===== config.mk =====
export PLATFORM = sky130hd
export DESIGN_NAME = tabu_move_fifo_membership
export DESIGN_NICKNAME = d
export VERILOG_FILES = /design/src/hw/rtl/tmf_pkg.sv /design/src/hw/rtl/tmf_cell.sv /design/src/hw/rtl/tabu_move_fifo_membership.sv
export SDC_FILE = /design/constraint.sdc
export NUM_CORES = 1
export LEC_CHECK = 0
export ABC_AREA = 1
export BUFFER_PORTS_ARGS = -buffer_cell sky130_fd_sc_hd__clkbuf_2
export CAP_MARGIN = 20
export CORE_MARGIN = 2
export CORE_UTILIZATION = 60
export DETAILED_ROUTE_END_ITERATION = 10
export HOLD_SLACK_MARGIN = 0.03
export PLACE_DENSITY_LB_ADDON = 0.15
export REMOVE_ABC_BUFFERS = 1
export SLEW_MARGIN = 20
export SYNTH_ARGS = -nofsm -noshare
export SYNTH_HDL_FRONTEND = slang
export SYNTH_HIERARCHICAL = 1
export SYNTH_SLANG_ARGS = --single-unit

===== constraint.sdc =====
create_clock -name clk -period 34.1 [get_ports clk]
set_input_delay 1.705 -clock clk [delete_from_list [all_inputs] [get_ports clk]]
set_output_delay 1.705 -clock clk [all_outputs]
set_load 0.05 [all_outputs]

===== src/hw/rtl/tmf_pkg.sv =====
// tabu move fifo package: move kind codes, request codes, tenure constants, match helper
`timescale 1ns / 1ps

package tmf_pkg;

  localparam int KIND_W   = 3;
  localparam int TENURE_W = 5;

  localparam logic [KIND_W-1:0] KIND_UNKNOWN  = 3'd0;
  localparam logic [KIND_W-1:0] KIND_ZERO_ONE = 3'd1;
  localparam logic [KIND_W-1:0] KIND_ONE_ONE  = 3'd2;
  localparam logic [KIND_W-1:0] KIND_ONE_TWO  = 3'd3;
  localparam logic [KIND_W-1:0] KIND_TWO_ONE  = 3'd4;

  localparam logic REQ_CHECK = 1'b0;
  localparam logic REQ_ADD   = 1'b1;

  localparam logic [TENURE_W-1:0] TENURE_RST = 5'd7;

  // number of leading indexes a kind compares, zero means it never matches
  function automatic logic [1:0] used_idx(input logic [KIND_W-1:0] kind);
    logic [1:0] n;
    case (kind) inside
      KIND_ZERO_ONE:               n = 2'd1;
      KIND_ONE_ONE:                n = 2'd2;
      KIND_ONE_TWO, KIND_TWO_ONE:  n = 2'd3;
      default:                     n = 2'd0;
    endcase
    return n;
  endfunction

endpackage


===== src/hw/rtl/tmf_cell.sv =====
// one stage of the move chain: holds one stored move and compares it to the probe
`timescale 1ns / 1ps

module tmf_cell import tmf_pkg::*; #(
  parameter int INDEX_BITS = 16,
  parameter int CNT_W      = 5,
  parameter int POS        = 0
) (
  input  logic                  clk,
  input  logic                  shift_en,
  input  logic [KIND_W-1:0]     d_kind,
  input  logic [INDEX_BITS-1:0] d_a,
  input  logic [INDEX_BITS-1:0] d_b,
  input  logic [INDEX_BITS-1:0] d_c,
  input  logic [KIND_W-1:0]     p_kind,
  input  logic [INDEX_BITS-1:0] p_a,
  input  logic [INDEX_BITS-1:0] p_b,
  input  logic [INDEX_BITS-1:0] p_c,
  input  logic [CNT_W-1:0]      count,
  output logic [KIND_W-1:0]     q_kind,
  output logic [INDEX_BITS-1:0] q_a,
  output logic [INDEX_BITS-1:0] q_b,
  output logic [INDEX_BITS-1:0] q_c,
  output logic                  hit
);

  localparam logic [CNT_W-1:0] POS_C = CNT_W'(POS);

  logic [KIND_W-1:0]     kind_r;
  logic [INDEX_BITS-1:0] a_r;
  logic [INDEX_BITS-1:0] b_r;
  logic [INDEX_BITS-1:0] c_r;
  logic                  idx_eq;
  logic                  occupied;

  always_ff @(posedge clk) begin
    if (shift_en) begin
      kind_r <= d_kind;
      a_r    <= d_a;
      b_r    <= d_b;
      c_r    <= d_c;
    end
  end

  always_comb begin
    unique case (used_idx(p_kind))
      2'd1:    idx_eq = (a_r == p_a);
      2'd2:    idx_eq = (a_r == p_a) && (b_r == p_b);
      2'd3:    idx_eq = (a_r == p_a) && (b_r == p_b) && (c_r == p_c);
      default: idx_eq = 1'b0;
    endcase
  end

  // cell k holds the k-th newest move, live only while k < occupancy
  assign occupied = (POS_C < count);
  assign hit      = occupied && (kind_r == p_kind) && idx_eq;

  assign q_kind = kind_r;
  assign q_a    = a_r;
  assign q_b    = b_r;
  assign q_c    = c_r;

endmodule


===== src/hw/rtl/tabu_move_fifo_membership.sv =====
// tabu move fifo: top level with the cell chain, occupancy and tenure control
//
//   channel | ports                                   | handshake
//   --------+-----------------------------------------+-----------------------------
//   input   | in_req_type in_move_kind in_index_a/b/c | start while busy low
//   result  | out_is_tabu out_occupancy               | out_valid, one cycle strobe
//   config  | cfg_tenure                              | cfg_valid and cfg_ready
//
// one transaction per cycle: busy stays low and the result strobes the cycle after start.
// a check compares every cell of the chain in parallel; an add shifts the chain by one.
// the result is registered behind the parallel compare.
// rst_n is synchronous; it clears occupancy and restores tenure to seven.
// the receiver cannot stall, so results are never held back.
`timescale 1ns / 1ps

module tabu_move_fifo_membership import tmf_pkg::*; #(
  parameter int DEPTH      = 16,
  parameter int INDEX_BITS = 16
) (
  input  logic                              clk,
  input  logic                              rst_n,
  input  logic                              start,
  output logic                              busy,
  input  logic                              in_req_type,
  input  logic [KIND_W-1:0]                 in_move_kind,
  input  logic [INDEX_BITS-1:0]             in_index_a,
  input  logic [INDEX_BITS-1:0]             in_index_b,
  input  logic [INDEX_BITS-1:0]             in_index_c,
  output logic                              out_valid,
  output logic                              out_is_tabu,
  output logic [$clog2(DEPTH+1)-1:0]        out_occupancy,
  input  logic                              cfg_valid,
  output logic                              cfg_ready,
  input  logic [TENURE_W-1:0]               cfg_tenure
);

  localparam int CNT_W = $clog2(DEPTH + 1);
  localparam int LW    = ((CNT_W > TENURE_W) ? CNT_W : TENURE_W) + 1;

  logic [TENURE_W-1:0]   tenure_r;
  logic [CNT_W-1:0]      count_r;
  logic [CNT_W-1:0]      count_nxt;
  logic                  out_valid_r;
  logic                  out_is_tabu_r;
  logic [CNT_W-1:0]      out_occupancy_r;

  logic                  accept;
  logic                  do_add;
  logic                  any_hit;
  logic [LW-1:0]         limit;
  logic [LW-1:0]         tenure_ext;
  logic [LW-1:0]         cnt_inc;

  logic [KIND_W-1:0]     kind_q [DEPTH];
  logic [INDEX_BITS-1:0] a_q    [DEPTH];
  logic [INDEX_BITS-1:0] b_q    [DEPTH];
  logic [INDEX_BITS-1:0] c_q    [DEPTH];
  logic [DEPTH-1:0]      hit_vec;

  assign busy      = 1'b0;
  assign cfg_ready = 1'b1;
  assign accept    = start && !busy;
  assign do_add    = accept && (in_req_type == REQ_ADD);

  genvar gi;
  generate
    for (gi = 0; gi < DEPTH; gi++) begin : g_cell
      if (gi == 0) begin : g_head
        tmf_cell #(.INDEX_BITS(INDEX_BITS), .CNT_W(CNT_W), .POS(gi)) u_cell (
          .clk      (clk),
          .shift_en (do_add),
          .d_kind   (in_move_kind),
          .d_a      (in_index_a),
          .d_b      (in_index_b),
          .d_c      (in_index_c),
          .p_kind   (in_move_kind),
          .p_a      (in_index_a),
          .p_b      (in_index_b),
          .p_c      (in_index_c),
          .count    (count_r),
          .q_kind   (kind_q[gi]),
          .q_a      (a_q[gi]),
          .q_b      (b_q[gi]),
          .q_c      (c_q[gi]),
          .hit      (hit_vec[gi])
        );
      end else begin : g_body
        tmf_cell #(.INDEX_BITS(INDEX_BITS), .CNT_W(CNT_W), .POS(gi)) u_cell (
          .clk      (clk),
          .shift_en (do_add),
          .d_kind   (kind_q[gi-1]),
          .d_a      (a_q[gi-1]),
          .d_b      (b_q[gi-1]),
          .d_c      (c_q[gi-1]),
          .p_kind   (in_move_kind),
          .p_a      (in_index_a),
          .p_b      (in_index_b),
          .p_c      (in_index_c),
          .count    (count_r),
          .q_kind   (kind_q[gi]),
          .q_a      (a_q[gi]),
          .q_b      (b_q[gi]),
          .q_c      (c_q[gi]),
          .hit      (hit_vec[gi])
        );
      end
    end
  endgenerate

  assign any_hit = |hit_vec;

  // effective tenure saturates at the chain length
  assign tenure_ext = LW'(tenure_r);
  assign limit      = (tenure_ext > LW'(DEPTH)) ? LW'(DEPTH) : tenure_ext;
  assign cnt_inc    = LW'(count_r) + LW'(1);

  // an add past the limit drops exactly one entry off the tail of the chain
  always_comb begin
    count_nxt = count_r;
    if (do_add) begin
      count_nxt = (cnt_inc > limit) ? count_r : CNT_W'(cnt_inc);
    end
  end

  always_ff @(posedge clk) begin
    if (!rst_n) begin
      tenure_r    <= TENURE_RST;
      count_r     <= '0;
      out_valid_r <= 1'b0;
    end else begin
      if (cfg_valid && cfg_ready) begin
        tenure_r <= cfg_tenure;
      end
      count_r     <= count_nxt;
      out_valid_r <= accept;
    end
  end

  always_ff @(posedge clk) begin
    if (accept) begin
      out_is_tabu_r   <= (in_req_type == REQ_CHECK) && any_hit;
      out_occupancy_r <= count_nxt;
    end
  end

  assign out_valid     = out_valid_r;
  assign out_is_tabu   = out_is_tabu_r;
  assign out_occupancy = out_occupancy_r;

endmodule


Yosys cells after proc, flatten, opt, wreduce, memory -nomap -nowiden
Cells that the tools add are included.
{ "op_classes": {"bitwise_logic": 1, "mux": 22, "reduce_logical": 68, "eq_ne": 71, "n_addsub": 1, "n_lt_le_gt_ge": 18} }
{ "op_table": {"columns": ["cell", "count"], "rows": [
  ["equality test 16 bit", 48],
  ["logical AND 1 bit", 66],
  ["equality test 3 bit", 16],
  ["case mux 1 bit (3 select lines)", 16],
  ["< comparator 4 x 5 -> 1 bit, first input constant", 8],
  ["< comparator 3 x 5 -> 1 bit, first input constant", 4],
  ["OR reduction 16 bit", 1],
  ["two-way mux 5 bit", 3],
  ["< comparator 1 x 5 -> 1 bit, first input constant", 2],
  ["< comparator 2 x 5 -> 1 bit, first input constant", 2],
  ["adder 5 x 1 -> 6 bit, second input constant", 1],
  ["equality test 3 x 2 -> 1 bit, second input constant", 2],
  ["> comparator 6 x 5 -> 1 bit", 1],
  ["two-way mux 2 bit", 3],
  ["> comparator 5 bit, second input constant", 1],
  ["equality test 2 bit, second input constant", 2],
  ["equality test 3 x 1 -> 1 bit, second input constant", 1],
  ["equality test 3 bit, second input constant", 1],
  ["equality test 2 x 1 -> 1 bit, second input constant", 1],
  ["OR reduction 2 bit", 1],
  ["NOT 1 bit", 1]
]} }
{ "totals": {"inputBits": 61, "word_cells": 250, "out_inout_bits": 9, "ff_bits": 833} }

Depth between registers and ports, before layout
{ "depth": {"depth_word": 10, "depth_mapped": 14, "ltp_nobuf": 14} }

Modules after synthesis
The synthesis kept the hierarchy.
{ "by_module_without_submodules": {"columns": ["module", "instances", "cells_per_inst", "area_per_inst_um2", "seq_area_each_um2"], "rows": [
  ["tmf_cell at g_cell[14].g_body.u_cell ...", 3, 192, 2324.7, 1531.5],
  ["tmf_cell at g_cell[7].g_body.u_cell", 1, 222, 2396.0, 1531.5],
  ["tmf_cell at g_cell[15].g_body.u_cell", 1, 217, 2368.5, 1531.5],
  ["tmf_cell at g_cell[3].g_body.u_cell", 1, 214, 2368.5, 1531.5],
  ["tmf_cell at g_cell[9].g_body.u_cell", 1, 214, 2366.0, 1531.5],
  ["tmf_cell at g_cell[5].g_body.u_cell", 1, 212, 2361.0, 1531.5],
  ["tmf_cell at g_cell[0].g_head.u_cell", 1, 194, 2346.0, 1531.5],
  ["tmf_cell at g_cell[1].g_body.u_cell", 1, 195, 2339.7, 1531.5],
  ["tmf_cell at g_cell[8].g_body.u_cell", 1, 195, 2338.5, 1531.5],
  ["tmf_cell at g_cell[11].g_body.u_cell", 1, 196, 2336.0, 1531.5],
  ["tmf_cell at g_cell[10].g_body.u_cell", 1, 193, 2329.7, 1531.5],
  ["tmf_cell at g_cell[12].g_body.u_cell", 1, 190, 2323.5, 1531.5],
  ["tmf_cell at g_cell[13].g_body.u_cell", 1, 190, 2321.0, 1531.5],
  ["tmf_cell at g_cell[4].g_body.u_cell", 1, 191, 2312.2, 1531.5],
  ["tabu_move_fifo_membership", 1, 117, 924.6, 400.4]
]} }

Worst setup path before layout
OpenSTA, ideal clock, no wires.
{ "synth_timing": {"path_kind": "input to register", "startpoint": "input port in_req_type", "endpoint": "register g_cell[0].g_head.u_cell.a_r[0] (enable)", "t_required_ns": 32.943, "path_buffers": 0, "slack_ns": 15.425, "path_stages": 2, "arrival_ns": 17.517, "setup_ns": 1.157, "cell_sequence": "nand2_1 > inv_1"} }
{ "synth_via": {"elab_chain_cells": 1} }
{ "synth_lines": {"columns": ["item", "line", "rtl"], "rows": [
  ["start, declared", "tabu_move_fifo_membership.sv:24", "input logic in_req_type,"],
  ["logical AND 1 bit", "tabu_move_fifo_membership.sv:63", "assign do_add = accept && (in_req_type == REQ_ADD);"],
  ["net do_add", "tabu_move_fifo_membership.sv:48", "logic do_add;"],
  ["end signal, assigned", "tmf_cell.sv:39", "a_r <= d_a;"],
  ["end, declared", "tmf_cell.sv:30", "logic [INDEX_BITS-1:0] a_r;"]
]} }
The timed path passes the listed nets, and every way through them passes these cells.
A chain may end at the register's enable or synchronous reset.

Worst setup path after layout
{ "layout_timing": {"startpoint": "input port start", "endpoint": "register g_cell[11].g_body.u_cell.kind_r[0] (enable)"} }
{ "layout_via": {"elab_chain_cells": 1} }
{ "layout_lines": {"columns": ["item", "line", "rtl"], "rows": [
  ["start, declared", "tabu_move_fifo_membership.sv:22", "input logic start,"],
  ["logical AND 1 bit", "tabu_move_fifo_membership.sv:63", null],
  ["net do_add", "tabu_move_fifo_membership.sv:48", null],
  ["end signal, assigned", "tmf_cell.sv:38", "kind_r <= d_kind;"],
  ["end, declared", "tmf_cell.sv:29", "logic [KIND_W-1:0] kind_r;"]
]} }
The timed path passes the listed nets, and every way through them passes these cells.

==> summary.txt <==
Outcome
  • Status: finished clean

CTS
  • Num CTS Buffers: 86
  • Count of hold-fix buffers inserted at cts: 0
  • Clk Latency, worst-skew pair: 620 ps
  • Clock tree buffer depth: 3
  • Resized cells post-CTS: 0
  • Clock-pin slew on the worst setup and hold paths: around 60 ps
  • CTS Sinks: approximately 830
  • CTS H-tree lvls: 3
  • CTS tree: done
  • # Post-CTS Setup Buffers: 0
  • Root Driver: clkbuf_16

Placement
  • HPWL after DPL: around 52 mm
  • Buffers added on ports: 67
  • DP Cell Count: 4249
  • Final GP Congestion: 0.8380

Floorplan
  • Die height: about 260 um
  • Die W: 257 um
  • I/O pins: 70
  • Initial Util: 60.77%
  • Die ar.: between 60000 and 70000 sq um
  • Core area: 63200 sq um
  • Row Count: 92

Worst setup path
  • Crit path cell chain: clkbuf_2, nand2_1, inv_8, buf_12, buf_4
  • Worst r2r src: count_r[2]$_SDFF_PN0_
  • Worst endpoint required time: between 30000 and 40000 ps
  • Crit path capture type: flip-flop
  • Kind of critical path: in -> reg
  • Worst reg2reg path depth: 13
  • Slowest stage cell on the critical path: buf_4
  • Reg-to-reg critical path endpoint: out_occupancy[1]$_DFFE_PP_
  • WP data arrival: 4930 ps
  • CP Launch Type: input pin
  • Reg2Reg Setup Slack: roughly 31000 ps
  • Crit path max fanout: 196
  • CP max stage delay: 980 ps

STA
  • Final Hold Fails: 0
  • Clk_skew: about 15 ps
  • Post-route setup TNS: 0 ps
  • Min Tclk post-route: 4697 ps
  • Fmax: between 0.2 and 0.25 GHz
  • Pins Over Slew Limit: 0
  • Final Cycle Share: about 14%
  • Slew HR: 25.58%
  • RSZ-0062 raised after global routing: false
  • Final Setup Violations: 0
  • Worst-Margin Slew: between 1000 and 1500 ps

Synthesis
  • Post-synth ARST share: 0%
  • Top cell type's share of synthesized area: between 60% and 70%
  • Post-Syn Instances: 3316
  • Top_reg_cell synth: edfxtp_1
  • Top cells by area, synth: edfxtp_1, xnor2_1, nand2_1
  • Register area share after synthesis: between 60% and 70%
  • Synth Area in Compound Gates: 2.039%
  • Synth warn: 6
  • Leading area contributor after synthesis: edfxtp_1
  • Synthesized flop and latch total: 833
  • Simple-Gate Fraction of Synth Area: between 10% and 20%
  • Xor/xnor share of the synthesized area: 13.07%
  • Largest family of logic cells by synthesized area: simple AND/OR/NAND/NOR gates
  • Cell variety after synth: 44
  • Number of enable flip-flop cells after synthesis: about 800
  • Post-Syn Area per Cell: 11.58 sq um
  • Adder-cell share of the synthesized area: less than 1%
  • Share of cell area taken by muxes after synthesis: 0%
  • Area of the mapped netlist: between 30000 and 40000 sq um

Detailed routing
  • Initial DRC count: roughly 1800
  • ANT nets after route: 0
  • Total vias in the final route: 23040
  • Drt wl/cell: 17.17 um
  • Via density: 5.244
  • WL met3: about 3.5 mm
  • WL met1: 30.64 mm
  • Routed wl met2: 38.75 mm
  • DR pass1 iterations: 5
  • Final WL: 75.41 mm
  • Residual DRC count: 0
  • Top Metal Used: met4

Final layout
  • FILL cells: ~4600
  • Most common cell after layout, fill and taps aside: edfxtp_1
  • Fin nets: 3558
  • Commonest cells after routing, fill and taps aside: edfxtp_1, nand2_1, xnor2_1, nor2_1, inv_1
  • Post-Layout Cell Count: 4393
  • Area Overhead vs Synth: 10.71%
  • Layout cells sized above 1: 9.867%
  • ANT cells: 0

Power
  • Leakage: approximately 16 nW
  • Pwr dens: 52.95 nW/um^2
  • Peak VDD IR: 0.03862 mV

GRT
  • First-pass GRT wire length: 118.9 mm
  • Antenna violations before repair: 0
  • Largest net degree at the start of global routing: 197
  • GRT overflow: 0
  • GR Util All Layers: roughly 23%
  • Vias in the first global route: 23180

Run
  • Max Cap Viol: 0

Min path
  • Hold-critical path depth: 0
  • Worst min path class: reg -> reg
  • Hold endpoint: g_cell[8].g_body.u_cell/q_a[12]$_DFFE_PP_
  • Hold_sp: g_cell[7].g_body.u_cell/q_a[12]$_DFFE_PP_
per-stage QoR:
stage / instance area (sq um) / utilization [%] / worst slack, ps / total power, mW / hold slack [ps]
2_1_floorplan: 38390 / - / 15430 / 1.366 / 426.4
3_3_place_gp: 39970 / 63.25 / 28940 / 1.396 / 427.1
3_5_place_dp: 39970 / 63.25 / 28810 / 1.406 / 432.6
4_1_cts: 42510 / 67.27 / 29480 / 2.269 / 442.7
5_1_grt: 42520 / 67.28 / 29220 / 2.329 / 455.0
6_report: 42520 / 67.28 / 29400 / 2.251 / 437.6
cells by family after synthesis:
group,count (synthesis)
other,2
DFF,833
buffers and inverters,399
xor gates and xnor gates,573
AOI/OAI and AO/OA,117
adders and majority gates,6
and+or+nand+nor,1386
how the worst max path moves through the flow:
stage | start | endpoint | slack, ps
final | start | g_cell[11].g_body.u_cell/q_kind[0]$_DFFE_PP_ | 29400
after floorplan | in_req_type | g_cell[0].g_head.u_cell/q_a[0]$_DFFE_PP_ | 15430
after detailed placement | start | g_cell[11].g_body.u_cell/q_a[0]$_DFFE_PP_ | 28810
after global placement | start | g_cell[11].g_body.u_cell/q_a[10]$_DFFE_PP_ | 28940
after CTS | start | g_cell[8].g_body.u_cell/q_a[15]$_DFFE_PP_ | 29480
after global routing | start | g_cell[7].g_body.u_cell/q_a[0]$_DFFE_PP_ | 29220
report_power, final:
part | internal [mW] | switching, mW
combinational | 0.0660 | 0.121
sequential | 1.17 | 0.0265
clock | 0.496 | 0.370
flip-flops by register name, indices dropped and copies added (netlist names):
register and cells:
tenure_r 5, g_cell.g_head.u_cell/q_b 16, g_cell.g_head.u_cell/q_c 16, g_cell.g_body.u_cell/q_b 240
count_r 5, out_occupancy 5, g_cell.g_body.u_cell/q_c 240, g_cell.g_body.u_cell/q_a 240
out_valid 1, g_cell.g_head.u_cell/q_kind 3, g_cell.g_head.u_cell/q_a 16, out_is_tabu 1
g_cell.g_body.u_cell/q_kind 45
critical path: cells and delay by family:
family | cells | cell delay, ps
and+or+nand+nor | 1 | 210
buffers and inverters | 4 | 2580
cells in the mapped netlist, drive strengths merged (3+ instances only):
| master | instances |
|---|---|
| a21oi | 27 |
| a22o | 5 |
| dfxtp | 11 |
| edfxtp | 822 |
| ha | 6 |
| inv | 395 |
| nand2 | 691 |
| nand3 | 132 |
| nand4 | 68 |
| nor2 | 423 |
| nor3 | 11 |
| nor4 | 4 |
| o2111ai | 3 |
| o211ai | 8 |
| o21ai | 53 |
| o22ai | 14 |
| or2 | 55 |
| xnor2 | 420 |
| xor2 | 153 |
area by class of cell:
class	instances	area, sq um	share of cell area [%]
repair buffers	89	516.7	1.215
multi-input cells	2084	12000	28.22
flip-flops and latches	833	24900	58.57
clock buffers	110	2306	5.424
inverters	397	1498	3.523
clock inverters	34	237.7	0.5591
well taps	846	1059	2.490
routing by layer:
metal | global-route usage, % | up-vias
met1 | 28.44 | 11090
li1 | - | 11290
met5 | 0 | -
met2 | 40.68 | 503
met3 | 3.733 | 157
met4 | 8.253 | 0
(Power assumes the default switching activity.)
